==> config.mk <==
export PLATFORM = sky130hd
export DESIGN_NAME = infix_to_postfix_converter_core
export DESIGN_NICKNAME = d
export VERILOG_FILES = /design/src/itp_pkg.sv /design/src/itp_stack.sv /design/src/infix_to_postfix_converter_core.sv
export SDC_FILE = /design/constraint.sdc
export NUM_CORES = 1
export LEC_CHECK = 0
export BUFFER_PORTS_ARGS = -buffer_cell sky130_fd_sc_hd__buf_2
export CORE_MARGIN = 2
export CORE_UTILIZATION = 24
export CTS_CLUSTER_SIZE = 30
export DETAILED_ROUTE_END_ITERATION = 10
export PLACE_DENSITY = 0.4
export SYNTH_ARGS = -nofsm -noshare
export SYNTH_HDL_FRONTEND = slang
export SYNTH_HIERARCHICAL = 1
export SYNTH_SLANG_ARGS = --single-unit
==> constraint.sdc <==
create_clock -name clk -period 7.34 [get_ports clk]
set_clock_uncertainty 0.2 [all_clocks]
set_input_delay 0.367 -clock clk [delete_from_list [all_inputs] [get_ports clk]]
set_output_delay 0.367 -clock clk [all_outputs]
set_load 0.01 [all_outputs]
==> src/itp_pkg.sv <==
// Shared types, constants and code tables for the infix-to-postfix converter.
// No dependencies; used by itp_stack, infix_to_postfix_converter_core and tb.
`default_nettype none

package itp_pkg;

  localparam int STACK_DEPTH = 16;
  localparam int CNT_W       = $clog2(STACK_DEPTH + 1);
  localparam int IDX_W       = (STACK_DEPTH > 1) ? $clog2(STACK_DEPTH) : 1;

  typedef logic [2:0] code_t;
  typedef logic [1:0] prec_t;

  localparam code_t CODE_OPEN = 3'd0;
  localparam code_t CODE_ADD  = 3'd1;
  localparam code_t CODE_SUB  = 3'd2;
  localparam code_t CODE_MUL  = 3'd3;
  localparam code_t CODE_DIV  = 3'd4;
  localparam code_t CODE_MOD  = 3'd5;

  localparam logic [7:0] CH_OPEN  = 8'h28;
  localparam logic [7:0] CH_CLOSE = 8'h29;
  localparam logic [7:0] CH_ADD   = 8'h2B;
  localparam logic [7:0] CH_SUB   = 8'h2D;
  localparam logic [7:0] CH_MUL   = 8'h2A;
  localparam logic [7:0] CH_DIV   = 8'h2F;
  localparam logic [7:0] CH_MOD   = 8'h25;
  localparam logic [7:0] CH_NUL   = 8'h00;

  // stack control, top level -> stack
  typedef struct packed {
    logic  push;
    logic  pop;
    code_t code;
  } stk_ctrl_t;

  // stack status, stack -> top level
  typedef struct packed {
    code_t            top;
    logic [CNT_W-1:0] count;
    logic             empty;
    logic             full;
  } stk_stat_t;

  function automatic logic [7:0] code_char(input code_t c);
    logic [7:0] r;
    case (c)
      CODE_ADD: r = CH_ADD;
      CODE_SUB: r = CH_SUB;
      CODE_MUL: r = CH_MUL;
      CODE_DIV: r = CH_DIV;
      CODE_MOD: r = CH_MOD;
      default:  r = CH_OPEN;
    endcase
    return r;
  endfunction

  function automatic prec_t code_prec(input code_t c);
    prec_t r;
    case (c)
      CODE_ADD, CODE_SUB:           r = 2'd1;
      CODE_MUL, CODE_DIV, CODE_MOD: r = 2'd2;
      default:                      r = 2'd0;
    endcase
    return r;
  endfunction

endpackage

`default_nettype wire

==> src/itp_stack.sv <==
// Bounded operator stack: register array with a fill count.
// Depends on itp_pkg.
`default_nettype none

module itp_stack (
  input  wire              clk,
  input  wire              rst_n,
  input  itp_pkg::stk_ctrl_t ctrl,
  output itp_pkg::stk_stat_t stat
);

  itp_pkg::code_t                mem [itp_pkg::STACK_DEPTH];
  logic [itp_pkg::CNT_W-1:0]     count_r;
  logic [itp_pkg::CNT_W-1:0]     count_nxt;
  logic [itp_pkg::CNT_W-1:0]     top_pos;
  logic                          full;
  logic                          empty;

  assign full    = (count_r == itp_pkg::CNT_W'(itp_pkg::STACK_DEPTH));
  assign empty   = (count_r == '0);
  assign top_pos = count_r - itp_pkg::CNT_W'(1);

  always_comb begin
    count_nxt = count_r;
    if (ctrl.push && !full) begin
      count_nxt = count_r + itp_pkg::CNT_W'(1);
    end else if (ctrl.pop && !empty) begin
      count_nxt = top_pos;
    end
  end

  always_ff @(posedge clk) begin
    if (!rst_n) begin
      count_r <= '0;
    end else begin
      count_r <= count_nxt;
    end
  end

  // payload store, no reset: slots at or above the count are never used
  always_ff @(posedge clk) begin
    if (ctrl.push && !full) begin
      mem[count_r[itp_pkg::IDX_W-1:0]] <= ctrl.code;
    end
  end

  assign stat.top   = mem[top_pos[itp_pkg::IDX_W-1:0]];
  assign stat.count = count_r;
  assign stat.empty = empty;
  assign stat.full  = full;

endmodule

`default_nettype wire

==> src/infix_to_postfix_converter_core.sv <==
// Top level of the shunting-yard infix-to-postfix converter: sequencer,
// precedence compare, hold/output registers. Depends on itp_pkg, itp_stack.
//
// Usage:
// - Input channel (in_valid/in_stall): one ASCII character per beat, with
//   in_last marking the final character of an expression. Letters are
//   operands, ( ) + - * / % are handled by the operator stack, all other
//   bytes are ignored.
// - Output channel (out_valid/out_stall): one postfix symbol per beat.
//   out_has_symbol low marks an empty end marker; out_last flags the final
//   beat of an expression; out_overflow is the sticky stack-full flag.
// - Throughput: a character passes S_IDLE, S_DECODE, S_FLUSH and S_END (and
//   S_OPPOP or S_CLOSE for an operator or ')'); the single precedence compare
//   and one stack port allow one pop a cycle while the output is not stalled.
// - Latency: each result is held one step in a hold register so that the
//   final beat can be flagged; it leaves when the next result is made or
//   when the character finishes.
// - Reset (rst_n low, synchronous) empties the stack, clears the overflow
//   flag and drops any held or pending beat.
// - A stalled output holds its beat; the sequencer waits while the output
//   beat is stalled, and in_stall stays high until the character is done.
`default_nettype none

module infix_to_postfix_converter_core (
  input  wire        clk,
  input  wire        rst_n,
  input  wire        in_valid,
  output logic       in_stall,
  input  wire  [7:0] in_char,
  input  wire        in_last,
  output logic       out_valid,
  input  wire        out_stall,
  output logic [7:0] out_char,
  output logic       out_has_symbol,
  output logic       out_last,
  output logic       out_overflow
);

  typedef enum logic [2:0] {
    S_IDLE,
    S_DECODE,
    S_CLOSE,
    S_OPPOP,
    S_FLUSH,
    S_END
  } state_t;

  state_t     state_r, state_nxt;
  logic [7:0] char_r, char_nxt;
  logic       last_r, last_nxt;
  logic       overflow_r, overflow_nxt;
  logic       hold_valid_r, hold_valid_nxt;
  logic [7:0] hold_char_r, hold_char_nxt;
  logic       out_valid_r, out_valid_nxt;
  logic [7:0] out_char_r, out_char_nxt;
  logic       out_has_r, out_has_nxt;
  logic       out_last_r, out_last_nxt;
  logic       out_ovf_r, out_ovf_nxt;

  itp_pkg::stk_ctrl_t ctrl;
  itp_pkg::stk_stat_t stat;

  logic           is_letter;
  logic           is_op;
  itp_pkg::code_t op_code;
  logic           pop_wins;
  logic           out_free;
  logic           can_emit;
  logic           emit_req;
  logic [7:0]     emit_char;
  logic           rel_req;

  itp_stack u_stack (
    .clk   (clk),
    .rst_n (rst_n),
    .ctrl  (ctrl),
    .stat  (stat)
  );

  // character classes
  assign is_letter = ((char_r >= 8'h61) && (char_r <= 8'h7A)) ||
                     ((char_r >= 8'h41) && (char_r <= 8'h5A));

  always_comb begin
    is_op   = 1'b1;
    op_code = itp_pkg::CODE_OPEN;
    unique case (char_r)
      itp_pkg::CH_ADD: op_code = itp_pkg::CODE_ADD;
      itp_pkg::CH_SUB: op_code = itp_pkg::CODE_SUB;
      itp_pkg::CH_MUL: op_code = itp_pkg::CODE_MUL;
      itp_pkg::CH_DIV: op_code = itp_pkg::CODE_DIV;
      itp_pkg::CH_MOD: op_code = itp_pkg::CODE_MOD;
      default:         is_op   = 1'b0;
    endcase
  end

  // precedence compare: does the stacked operator bind at least as tightly?
  assign pop_wins = !stat.empty && (stat.top != itp_pkg::CODE_OPEN) &&
                    (itp_pkg::code_prec(stat.top) >= itp_pkg::code_prec(op_code));

  assign out_free = !out_valid_r || !out_stall;
  // a new result pushes the held one out, so the output slot must be free
  assign can_emit = !hold_valid_r || out_free;

  always_comb begin
    state_nxt      = state_r;
    char_nxt       = char_r;
    last_nxt       = last_r;
    overflow_nxt   = overflow_r;
    hold_valid_nxt = hold_valid_r;
    hold_char_nxt  = hold_char_r;
    out_valid_nxt  = out_valid_r && out_stall;
    out_char_nxt   = out_char_r;
    out_has_nxt    = out_has_r;
    out_last_nxt   = out_last_r;
    out_ovf_nxt    = out_ovf_r;
    ctrl           = '0;
    emit_req       = 1'b0;
    emit_char      = itp_pkg::CH_NUL;
    rel_req        = 1'b0;

    unique case (state_r)
      S_IDLE: begin
        if (in_valid) begin
          char_nxt  = in_char;
          last_nxt  = in_last;
          state_nxt = S_DECODE;
        end
      end
      S_DECODE: begin
        if (is_letter) begin
          if (can_emit) begin
            emit_req  = 1'b1;
            emit_char = char_r;
            state_nxt = S_FLUSH;
          end
        end else if (char_r == itp_pkg::CH_OPEN) begin
          ctrl.push = 1'b1;
          ctrl.code = itp_pkg::CODE_OPEN;
          state_nxt = S_FLUSH;
        end else if (char_r == itp_pkg::CH_CLOSE) begin
          state_nxt = S_CLOSE;
        end else if (is_op) begin
          state_nxt = S_OPPOP;
        end else begin
          state_nxt = S_FLUSH;
        end
      end
      S_CLOSE: begin
        if (stat.empty) begin
          state_nxt = S_FLUSH;
        end else if (stat.top == itp_pkg::CODE_OPEN) begin
          ctrl.pop  = 1'b1;
          state_nxt = S_FLUSH;
        end else if (can_emit) begin
          ctrl.pop  = 1'b1;
          emit_req  = 1'b1;
          emit_char = itp_pkg::code_char(stat.top);
        end
      end
      S_OPPOP: begin
        if (pop_wins) begin
          if (can_emit) begin
            ctrl.pop  = 1'b1;
            emit_req  = 1'b1;
            emit_char = itp_pkg::code_char(stat.top);
          end
        end else begin
          ctrl.push = 1'b1;
          ctrl.code = op_code;
          state_nxt = S_FLUSH;
        end
      end
      S_FLUSH: begin
        if (!last_r || stat.empty) begin
          state_nxt = S_END;
        end else if (can_emit) begin
          ctrl.pop  = 1'b1;
          emit_req  = 1'b1;
          emit_char = itp_pkg::code_char(stat.top);
        end
      end
      S_END: begin
        if (last_r || hold_valid_r) begin
          if (out_free) begin
            rel_req        = 1'b1;
            hold_valid_nxt = 1'b0;
            state_nxt      = S_IDLE;
          end
        end else begin
          state_nxt = S_IDLE;
        end
      end
      default: state_nxt = S_IDLE;
    endcase

    // a push onto a full stack is dropped by the stack; remember it
    if (ctrl.push && stat.full) begin
      overflow_nxt = 1'b1;
    end

    if (emit_req) begin
      if (hold_valid_r) begin
        out_valid_nxt = 1'b1;
        out_char_nxt  = hold_char_r;
        out_has_nxt   = 1'b1;
        out_last_nxt  = 1'b0;
        out_ovf_nxt   = overflow_r;
      end
      hold_valid_nxt = 1'b1;
      hold_char_nxt  = emit_char;
    end

    // end of character: held result goes out, or an empty marker if none
    if (rel_req) begin
      out_valid_nxt = 1'b1;
      out_char_nxt  = hold_valid_r ? hold_char_r : itp_pkg::CH_NUL;
      out_has_nxt   = hold_valid_r;
      out_last_nxt  = last_r;
      out_ovf_nxt   = overflow_r;
    end
  end

  always_ff @(posedge clk) begin
    if (!rst_n) begin
      state_r      <= S_IDLE;
      overflow_r   <= 1'b0;
      hold_valid_r <= 1'b0;
      out_valid_r  <= 1'b0;
    end else begin
      state_r      <= state_nxt;
      overflow_r   <= overflow_nxt;
      hold_valid_r <= hold_valid_nxt;
      out_valid_r  <= out_valid_nxt;
    end
  end

  always_ff @(posedge clk) begin
    char_r      <= char_nxt;
    last_r      <= last_nxt;
    hold_char_r <= hold_char_nxt;
    out_char_r  <= out_char_nxt;
    out_has_r   <= out_has_nxt;
    out_last_r  <= out_last_nxt;
    out_ovf_r   <= out_ovf_nxt;
  end

  assign in_stall       = (state_r != S_IDLE);
  assign out_valid      = out_valid_r;
  assign out_char       = out_char_r;
  assign out_has_symbol = out_has_r;
  assign out_last       = out_last_r;
  assign out_overflow   = out_ovf_r;

`ifndef SYNTHESIS
  // the sequencer never pushes and pops in one cycle
  a_no_push_pop: assert property (@(posedge clk) disable iff (!rst_n)
    !(ctrl.push && ctrl.pop))
    else $error("stack push and pop in the same cycle");

  // overflow is sticky until reset
  a_ovf_sticky: assert property (@(posedge clk) disable iff (!rst_n)
    overflow_r |=> overflow_r)
    else $error("overflow flag cleared without reset");

  // a held result is never lost while the output register is blocked
  a_hold_kept: assert property (@(posedge clk) disable iff (!rst_n)
    (hold_valid_r && out_valid_r && out_stall) |=> hold_valid_r)
    else $error("held result dropped while output stalled");
`endif

endmodule

`default_nettype wire

Word level (Yosys, flattened, before mapping)
Memories as Yosys holds them, arrays and structs flattened.
Cells that the tools add are included.
Storage, ports and cells
  flip-flop bits (word level): 39
  memory bits (writable): 48
  input bits: 13
  logic and storage cells: 157
  memories: 1
Operators by class
  add/subtract/negate cells: 2
  $lt $le $gt $ge: 5
  equality and inequality tests: 29
  multiplexer cells: 69
  reductions and logical operators: 39
Memory list
  u_stack.mem: depth 16, width 3, read ports 1, clocked after memory_dff 0, wr ports 1, line itp_stack.sv:12  | itp_pkg::code_t mem [itp_pkg::STACK_DEPTH];
Operators by type and width (count)
  8-bit 2-to-1 mux: 11
  8-bit by 6-bit == test with 1-bit output (second input constant): 7
  3-bit 2-to-1 mux: 14
  1-bit 2-to-1 mux: 33
  8-bit case mux with 4 select lines: 1
  4-bit case mux with 5 select lines: 1
  3-bit by 2-bit == test with 1-bit output (second input constant): 6
  3-bit == test (second input constant): 6
  3-bit case mux with 6 select lines: 1
  8-bit by 7-bit greater-or-equal comparator with 1-bit output (second input constant): 2
  8-bit by 7-bit <= comparator with 1-bit output (second input constant): 2
  3-bit case mux with 5 select lines: 1
  2-bit nonzero test: 6
  5-bit 2-to-1 mux: 2
  3-bit by 1-bit == test with 1-bit output (second input constant): 3
  1-bit logical AND: 8
  2-bit case mux with 2 select lines: 2
  1-bit logical NOT: 6
  3-bit logical NOT: 2
  2-bit != test (second input constant): 3
  3-bit != test (second input constant): 2
  6-bit AND reduction: 1
  3-bit nonzero test: 2
  3-bit OR reduction: 2
  14 further kinds: 20

Logic depth before layout (Yosys ltp)
Gate-level depths: netlist of the first run.
  word-level depth: 12
  mapped depth: 22
  mapped depth without buffers: 18

Cells and area by module
Netlist of the first run, hierarchy kept.
Modules (own cells, without submodules)
  itp_stack: instances 1, cells an instance 147, area each 2362.3 um^2, sequential area each 1541.5 um^2
  infix_to_postfix_converter_core: instances 1, cells an instance 169, area each 1829.3 um^2, sequential area each 960.9 um^2

Worst setup path after synthesis of the first run
OpenSTA, ideal clock, no wires.
  path type: register to register
  start: register u_stack/count_r[0] (netlist name)
  end: memory u_stack/mem[0][2] (netlist name), data pin
  library setup time: 0.378 ns
  data arrival time: 4.711 ns
  setup slack: 2.052 ns
  cell stages (with the launch flop): 19
  path buffers: 4
  clock period less this slack: 5.288 ns
  cell sequence: dfxtp_1 -> buf_2 -> buf_2 -> inv_1 -> ha_1 -> clkbuf_1 -> mux4_2 -> nor2b_1 -> a211oi_1 -> a21oi_1 -> buf_2 -> xor2_1 -> nand2b_1 -> ha_1 -> nand2b_1 -> a21oi_1 -> nor3_1 -> or3_1 -> nor4_1
RTL lines
  start: declaration: line itp_stack.sv:13  | logic [itp_pkg::CNT_W-1:0] count_r;
  start signal: assignment: line itp_stack.sv:36  | count_r <= count_nxt;
  end: declaration: line itp_stack.sv:12

==> metrics.txt, run 1 <==
HPWL after detailed placement=6340 µm; Reg-to-Reg Start=u_stack/count_r[0]; IO Pins=26; CTS tree=yes; Final setup viols=0; RSZ-0062 raised after global routing=no; ys async rst share=0%; Iter 0 DRT Violations=227; fin crit period=5.40 ns; initial antenna violation count=0; Fin Setup TNS=0 ns; area delta synth->final=16.3%; Worst Path Arrival=5.18 ns; crit-path max FO=19; synth warn=6; root buffer cell=clkbuf_16; Max Freq=185 MHz; Worst Path Class, Setup=register to register; largest net degree at the start of global routing=20; DIE WIDTH=136 µm; run status=completed; Via density=4.40; R2R depth=15; die footprint=18500 µm²; final net count=365; sequential fraction of the synthesis area=59.7%; number of synthesized flops with an enable pin=76; routed wire length=8690 µm; hold path depth=1; first-pass GRT wire length=14100 µm; Place WS=1.97 ns; GRT Resource Usage Total=10.1%; Critical Path Start=u_stack/count_r[0]; syn_area_per_cell=13.3 µm²; Initial Util=24.4%; worst min path class=input pin to register; Reg clk slew, reported paths=0.07 ns; I/O Buffers=25; R2R Setup Slk=1.94 ns; Top FF cell, synth=edfxtp_1; Post-Synthesis Cells=316; TritonCTS Buffers=9; Yosys cell types=58; Sink Count=87; Setup crit start kind=register; relative slew slack=23.1%; drt drc=0; Tcrit/Tclk final=73.5%; post-route cell area=4870 µm²; Worst Max-Slew Pin Slew=1.14 ns; Yosys reg bits=87; Post-CTS Setup Repair Bufs=0; worst r2r dst=u_stack/mem[9][2]; total grt overflow=0; Max Cap Viol=0; Fill cells=1785; Final Hold Vio Count=0; core area=17200 µm²; commonest non-fill, non-tap cell in the layout=edfxtp_1; worst setup path end=u_stack/mem[9][2]; total power=1090 µW; routability cong.=0.725; Req. time, crit path=7.12 ns; setup ws final=1.94 ns; clock tree buffer depth=2; num rows=48; worst skew pair latency=0.35 ns; via count=2532; syn_nets=335; vias in the first global route=2540; Post-Syn Area=4190 µm²; commonest cells after routing, fill and taps aside=edfxtp_1 (76), nand2_1 (26), nor2_1 (26); n_diodes=0; worst vdd ir=0.114 mV; DR WL/cell=15.1 µm; remaining antenna violation count=0; DIE HEIGHT=136 µm; share of cells above drive strength 1=20.8%; DRT Pass-1 Iters=4; post-placement cell area=4510 µm²; Slew Viols, Final=0; CTS HTree Levels=3; Worst setup EP type=register; power per cell area=223 nW/µm²; Pleak=0.00153 µW
## per-layer routing
metal	up-vias	track usage, %	wire length (µm)
met4	0	5.38	148
li1	1253	-	-
met5	-	0	0
met2	38	15.1	4000
met3	8	1.86	264
met1	1233	13.9	4270
## layout make-up
cell class                      count  area (µm²)  area share, %
Clock buffer                        9         225           4.62
Multi-Input combinational cell    204        1550           31.7
Clock inverter                      7        61.3           1.26
Tap cell                          225         282           5.78
Sequential cell                    87        2500           51.3
Timing Repair Buffer               36         228           4.67
Inverter                            8        30.0          0.616
## where the power goes
group	switching, µW	internal [µW]	leakage [µW]
Combinational	38.7	33.4	0.000660
Sequential	22.7	552	0.000732
Clock	205	236	0.000135
## stage by stage
stage / instances / hold WS, ns / util (%)
6_report: 576 / 0.00583 / 28.4
3_3_place_gp: 552 / 0.304 / 26.2
2_1_floorplan: 316 / 0.225 / -
3_5_place_dp: 552 / 0.308 / 26.2
5_1_grt: 576 / 0.00530 / 28.4
4_1_cts: 576 / 0.000906 / 28.4
## state kept, by name, indices dropped and copies added, names as in the netlist, 3 cells and up
signal,count
char_r,8
state_r,3
u_stack/mem,48
out_char,8
hold_char_r,8
u_stack/count_r,5
## synthesized netlist by cell type (all sizes together), types with 7 or more instances
cell type	instances	area share, %
edfxtp	76	54
nor2	27	2.5
nand2	26	2.3
buf	15	2.7
nor2b	15	2.2
a21oi	14	1.7
mux4	12	6.4
nor3	12	1.8
dfxtp	11	5.3
mux2i	11	2.6
o21ai	10	1.2
nand2b	9	1.5
inv	8	0.72
and2	7	1.0
## critical path, stage by stage, from the launching register on
cell	delay, ns
dfxtp_1	0.31
buf_4	0.30
inv_1	0.12
ha_1	0.63
mux4_2	0.29
nor2b_1	0.15
a211oi_1	0.06
a21oi_1	0.57
xor2_1	0.20
nand2b_1	0.08
ha_1	0.28
nand2b_1	0.16
a21oi_1	0.20
nor3_1	0.07
or3_1	0.41
nor4_2	0.98
## how the worst min path moves through the flow
stage | slack, ns | to | from
after global placement | 0.30 | overflow_r | overflow_r
after global routing | 0.005 | char_r[3] | in_char[3]
after floorplan | 0.22 | out_overflow | overflow_r
after CTS | 0.0009 | char_r[3] | in_char[3]
final | 0.006 | char_r[3] | in_char[3]
after detailed placement | 0.31 | overflow_r | overflow_r
## cells by family after synthesis
| family | share of synthesized area [%] |
|---|---|
| adder cells (fa/ha/maj) | 1.79 |
| other | 0.0895 |
| AND/OR/NAND/NOR | 16.3 |
| XOR/XNOR | 1.02 |
| multiplexers | 9.07 |
| AO/OA/AOI/OAI | 8.48 |
| buffers and inverters | 3.55 |
| flip-flops | 59.7 |
## timing repair
action / in CTS / in global routing
setup endpoints to repair: 0 / 0
hold endpoints to repair: 8 / 0
hold buffers: 8 / 0
gates resized for setup: 0 / 0
Note: power is estimated with default switching activity, not from simulation.
==> run 2: changes to the inputs <==
Settings changed: ABC_AREA from default to 1, PLACE_DENSITY 0.4 to 0.42.
Clock period 7.34 ns to 4.6 ns, I/O delays scaled along.
==> run 2 against run 1 <==
Wire length rose by 14%. First-iteration DRC count fell by 4.8%. Flip-flop and latch count did not move. Critical path depth rose by 4. Sequential power rose by 53%. Cell area rose by 3.3%. Maximum frequency rose by 29%. Register-to-register slack got worse by 1.5 ns. Via count rose by 22%.
==> metrics.txt, run 2 <==
syn_nets=476 (+42%); share of cells above drive strength 1=16.3% (-4.5 points); Final Hold Vio Count=0 (unchanged); HPWL after detailed placement=7310 µm (+15%); Final setup viols=0 (unchanged); Yosys cell types=34 (-41%); Core Util, Final=29.1% (+0.73 points); Reg clk slew, reported paths=0.07 ns (about the same); worst vdd ir=0.163 mV (+43%); combinational share of power=6.5% (about the same); Post-Synthesis Cells=457 (+45%); GRT Resource Usage Total=11.3% (+1.2 points); routed wire length=9930 µm (+14%); top-count cell post-synth=nor2_1; post-route cell area=5030 µm² (+3.3%); syn_area_per_cell=9.30 µm² (-30%); Pleak=0.00194 µW (+27%); Net Switching=398 µW (+50%); via count=3091 (+22%); DIE WIDTH=137 µm (+0.68%); Crit path top cell by count=nand2_1; Tcrit/Tclk final=91.2% (+18 points); internal power=1300 µW (+59%); Sink Count=87 (unchanged); CTS HTree Levels=3 (unchanged); ys async rst share=0% (unchanged); DR WL/cell=13.7 µm (-9.4%); Iter 0 DRT Violations=216 (-4.8%); DIE HEIGHT=137 µm (+0.68%); Max stage delay on crit path=0.49 ns (-0.49 ns); sequential fraction of the synthesis area=58.9% (-0.83 points); Post-CTS Setup Repair Bufs=0 (unchanged); die footprint=18800 µm² (+1.4%); Initial Util=24.6% (+0.17 points); Clk network pwr share=41.8% (+1.3 points); first-pass GRT wire length=15900 µm (+13%); relative slew slack=50.8% (+28 points); synth warn=6 (unchanged); Worst Max-Slew Pin Slew=0.735 ns (-0.410 ns); area delta synth->final=18.5%; area leader, netlist=edfxtp_1; Cell Chain, Critical Path=inv_1 -> ha_1 -> clkinvlp_4 -> nor2_1 -> o21ai_0 -> nand3_1 -> nand3_1 -> nand2_1 -> nand2_1 -> o21ai_0 -> inv_1 -> ha_1 -> nand2_1 -> nand3b_1 -> nand2_1 -> nand2_1 -> nand2_2 -> nand2_4 -> nor3_1; number of synthesized flops with an enable pin=76 (unchanged); Via density=4.25 (-3.3%); share of the synthesized area in the top cell type=53.7% (-0.75 points); root buffer cell=clkbuf_16; RSZ-0062 raised after global routing=no; remaining antenna violation count=0 (unchanged); Synth top cells by count=nor2_1 (94), edfxtp_1 (76), nand2_1 (71); DRT Pass-1 Iters=6 (+2); Worst Path Arrival=3.97 ns (-1.21 ns); top post-synthesis cells by area=edfxtp_1 (54%), nor2_1 (8.3%), nand2_1 (6.3%); worst path bufs/invs=3 (+1); Setup crit start kind=register; total grt overflow=0 (unchanged); TritonCTS Buffers=9 (unchanged); fin crit period=4.19 ns (-1.20 ns); initial antenna violation count=0 (unchanged); drt drc=0 (unchanged); Fin Setup TNS=0 ns (unchanged); n_diodes=0 (unchanged); CTS tree=yes; vias in the first global route=2977 (+17%); largest net degree at the start of global routing=33 (+65%); final net count=516 (+41%); sw frac=23.4% (-1.1 points); worst skew pair latency=0.34 ns (about the same); Worst Path Class, Setup=register to register; worst min path class=input pin to register; Seq pwr share=51.7% (-1.1 points); Multi-input gate area=1470 µm² (-5.3%); commonest non-fill, non-tap cell in the layout=nor2_1; Seq. cell area=2500 µm² (unchanged); crit-path max FO=13 (-6); max FFs per register=48 (unchanged); Max Freq=238 MHz (+29%); Slew Viols, Final=0 (unchanged); Top FF cell, synth=edfxtp_1; Fill cells=1847 (+3.5%); commonest cells after routing, fill and taps aside=nor2_1 (90), edfxtp_1 (76), nand2_1 (70); num rows=48 (unchanged); Max Cap Viol=0 (unchanged); I/O Buffers=25 (unchanged); CP max-delay cell=nor3_1; Worst setup EP type=register; post-placement cell area=4630 µm² (+2.7%); Req. time, crit path=4.38 ns (-2.74 ns); power per cell area=338 nW/µm² (+51%); Post-Syn Area=4250 µm² (+1.4%); Top Family by Delay on Critical Path=simple AND/OR/NAND/NOR gates; run status=completed; Yosys reg bits=87 (unchanged); clock tree buffer depth=2 (unchanged); IO Pins=26 (unchanged); routability cong.=0.849 (+17%); core area=17300 µm² (+0.70%)
## run 2: cell count changes in the layout (fill, tap and decap cells not counted), moves of 15 or more
cell,delta
inv_1,+47
nand3_1,+37
nor2b_1,-15
nor2_1,+64
nand2_1,+44
o21ai_0,+21
## run 2: cell type report
cell class                      count  share of cell area (%)
Tap cell                          225                    5.59
Timing Repair Buffer               40                    5.17
Clock inverter                      5                   0.795
Sequential cell                    87                    49.7
Multi-Input combinational cell    298                    29.1
Inverter                           61                    4.62
Clock buffer                       11                    5.02
## run 2: per-stage QoR
stage	cells	power (µW)	setup WS, ns	hold WS, ns
final	727	1700	0.406	0.00490
after global routing	727	1770	0.0307	0.00534
after CTS	727	1720	0.208	0.00315
after detailed placement	702	1000	0.233	0.209
after global placement	702	1000	0.376	0.206
after floorplan	457	971	0.814	0.129
## run 2: repair_timing
item / in CTS / in global routing
setup endpoints to repair: 0 / 42
gates resized for setup: 0 / 7
endpoints found under the hold margin: 9 / 0
hold buffers: 9 / 0
## run 2: path summary, 6_finish.rpt
| kind | startpoint | end | slack, ns | depth (start not counted) |
|---|---|---|---|---|
| worst max register to register | u_stack/count_r[1] | u_stack/mem[11][0] | 0.41 | 19 |
| worst max-delay path | u_stack/count_r[1] | u_stack/mem[11][0] | 0.41 | 19 |
| worst min register to register | overflow_r | out_overflow | 0.31 | 0 |
| worst min-delay path | rst_n | u_stack/count_r[2] | 0.005 | 3 |
## run 2: power by group through the flow
stage	sequential [µW]	clock [µW]	combinational, µW
finish	880	712	110
global route	882	765	126
CTS	881	732	111
detailed placement	898	0	105
global placement	898	0	106
floorplan	896	0	75.5
## run 2: logic make-up after synthesis
logic type	after synthesis	synth area share, %
fa+ha+maj	6	1.77
simple gates	236	25.0
buf+inv	72	7.06
other cells	1	0.0882
compound gates	54	6.98
xor+xnor	1	0.206
flops	87	58.9
## run 2: metal layers
| metal | vias up | GRT usage, % | part of all wire (%) | wire, µm |
|---|---|---|---|---|
| met2 | 49 | 17.7 | 46 | 4540 |
| met4 | 0 | 4.12 | 1.8 | 176 |
| li1 | 1598 | - | - | - |
| met1 | 1432 | 15.7 | 50 | 4950 |
| met5 | - | 0 | 0 | 0 |
| met3 | 12 | 1.93 | 2.7 | 273 |
## run 2: worst register-to-register path, delay by kind of cell (launching register included)
| family | cells | cell delay (ns) |
|---|---|---|
| DFF | 1 | 0.44 |
| and+or+nand+nor | 12 | 1.72 |
| buffers and inverters | 3 | 0.42 |
| AOI/OAI and AO/OA | 2 | 0.42 |
| adders and majority gates | 2 | 0.64 |
==> run 3: changes to the inputs <==
Settings changed: GPL_TIMING_DRIVEN from default to 0.
==> run 3 against run 2 <==
Combinational power barely moved. Global-route usage increased by 0.072 points. Sequential share of layout area decreased by 1.7 points. Cell count increased by 0.96%.
==> metrics.txt, run 3 (synthesis results as in run 2) <==
num rows=48 (unchanged); Sink Count=87 (unchanged); final net count=523 (+1.4%); DIE WIDTH=137 µm (unchanged); commonest non-fill, non-tap cell in the layout=nor2_1; first-pass GRT wire length=16000 µm (+1.0%); Worst setup EP type=register; Worst Max-Slew Pin Slew=0.826 ns (+0.0911 ns); root buffer cell=clkbuf_16; Place WS=-0.549 ns (-0.782 ns); share of cells above drive strength 1=20.6% (+4.3 points); Final Hold Vio Count=0 (unchanged); worst min path class=input pin to register; Reg clk slew, reported paths=0.07 ns (about the same); worst skew pair latency=0.34 ns (about the same); RSZ-0062 raised after global routing=no; DIE HEIGHT=137 µm (unchanged); fin crit period=4.23 ns (+0.0378 ns); Slew Viols, Final=0 (unchanged); CTS tree=yes; Via density=4.32 (+1.6%); hold_sp=out_stall; Max Cap Viol=0 (unchanged); Worst Path Arrival=4.07 ns (+0.10 ns); HPWL after detailed placement=7370 µm (+0.79%); via count=3171 (+2.6%); routed wire length=10100 µm (+1.2%); relative slew slack=44.9% (-5.9 points); Req. time, crit path=4.44 ns (+0.06 ns); TritonCTS Buffers=9 (unchanged); Core Util, Final=30.1% (+1.0 points); n_diodes=0 (unchanged); placed cell count=709 (+1.0%); Initial Util=24.6% (unchanged); CTS HTree Levels=3 (unchanged); Pleak=0.00200 µW (+3.0%); R2R depth=23 (+4); worst vdd ir=0.165 mV (+0.86%); die footprint=18800 µm² (unchanged); setup ws final=0.368 ns (-0.0378 ns); Tcrit/Tclk final=92.0% (+0.82 points); IO Pins=26 (unchanged); remaining antenna violation count=0 (unchanged); DR WL/cell=13.7 µm (+0.27%); clock tree buffer depth=2 (unchanged); I/O Buffers=25 (unchanged); GRT Resource Usage Total=11.4% (+0.072 points); Setup crit start kind=register; R2R Setup Slk=0.37 ns (-0.04 ns); max FFs per register=48 (unchanged); core area=17300 µm² (unchanged); Max Freq=236 MHz (-0.89%); commonest cells after routing, fill and taps aside=nor2_1 (85), edfxtp_1 (76), nand2_1 (68); worst hold endpoint=out_valid; area delta synth->final=22.7%; largest net degree at the start of global routing=17 (-48%); Reg-to-Reg Start=u_stack/count_r[0]; run status=completed; vias in the first global route=3058 (+2.7%); total grt overflow=0 (unchanged); routability cong.=0.810 (-4.6%); crit-path max FO=11 (-2); hold path depth=3 (unchanged); Iter 0 DRT Violations=285 (+32%); worst r2r dst=u_stack/mem[2][2]; DRT Pass-1 Iters=4 (-2); power per cell area=333 nW/µm² (-1.4%); drt drc=0 (unchanged); initial antenna violation count=0 (unchanged); Post-Layout Cell Count=734 (+0.96%); Worst Path Class, Setup=register to register; Final setup viols=0 (unchanged)
[run 3: changes by cell type in the layout (fill, tap and decap cells not counted), moves of 3 or more]
cell / before / now
buf_2: 25 / 28
buf_4: 6 / 2
buf_6: 0 / 5
inv_1: 55 / 52
nor2_1: 90 / 85
nor2_4: 4 / 10
nor3_1: 6 / 1
nor3_2: 4 / 8
[run 3: power breakdown]
part           switching (µW)  internal (µW)
Clock                     319            427
Sequential               10.8            869
Combinational            75.2           37.9
Total                     405           1330
[run 3: how the worst max path moves through the flow]
stage	start	to	slack, ns	cells after the start
2_1_floorplan	u_stack/count_r[0]	u_stack/mem[3][0]	0.81	22
3_3_place_gp	u_stack/count_r[0]	u_stack/mem[7][0]	-0.72	19
3_5_place_dp	u_stack/count_r[0]	u_stack/mem[7][2]	-0.55	19
4_1_cts	u_stack/count_r[0]	u_stack/mem[9][1]	-0.04	24
5_1_grt	u_stack/count_r[0]	u_stack/mem[10][1]	0.004	24
6_report	u_stack/count_r[0]	u_stack/mem[2][2]	0.37	23
[run 3: timing repair]
item / CTS / global route
setup buffers: 0 / 0
hold endpoints to repair: 10 / 0
gates resized for setup: 20 / 18
setup endpoints to repair: 67 / 112
hold buffers: 10 / 0
[run 3: cell type report]
cell class                 instances  area, µm²
fill                            1843      12100
multi-input combinational        298       1570
sequential                        87       2500
buffer                            10       75.1
clock buffer                       9        225
timing repair buffer              37        248
clock inverter                     7       77.6
inverter                          61        235
tap                              225        282
[run 3: critical path, cell delays in order (launching register included)]
cell      delay, ns
dfxtp_1        0.44
inv_2          0.11
clkbuf_4       0.23
ha_4           0.37
buf_6          0.18
nor2_1         0.06
o21ai_0        0.09
nand3_1        0.14
nand3_1        0.09
nand2_1        0.11
inv_1          0.15
nand2_1        0.09
o21ai_1        0.18
inv_1          0.09
ha_1           0.30
nand2_1        0.06
nand3b_1       0.10
nand2_1        0.08
nand2_1        0.15
nand2_4        0.16
nand2_4        0.07
inv_1          0.11
nand2_2        0.19
nor2_4         0.18
[run 3: per-layer routing]
layer / up-vias / GRT usage, % / part of all wire [%]
li1: 1617 / - / -
met1: 1498 / 16.0 / 50
met2: 50 / 17.4 / 46
met3: 6 / 2.04 / 3.1
met4: 0 / 4.30 / 1.1
met5: - / 0 / 0
[run 3: metrics by stage]
stage	setup TNS (ns)	cell area, µm²	power (µW)	hold WS (ns)
after detailed placement	-17.72	4680	1000	0.208
after global placement	-34.19	4660	1000	0.206
after global routing	0	5210	1810	0.0402
after CTS	-0.596	5150	1760	0.0107
final	0	5210	1740	0.0258
after floorplan	0	4250	971	0.129
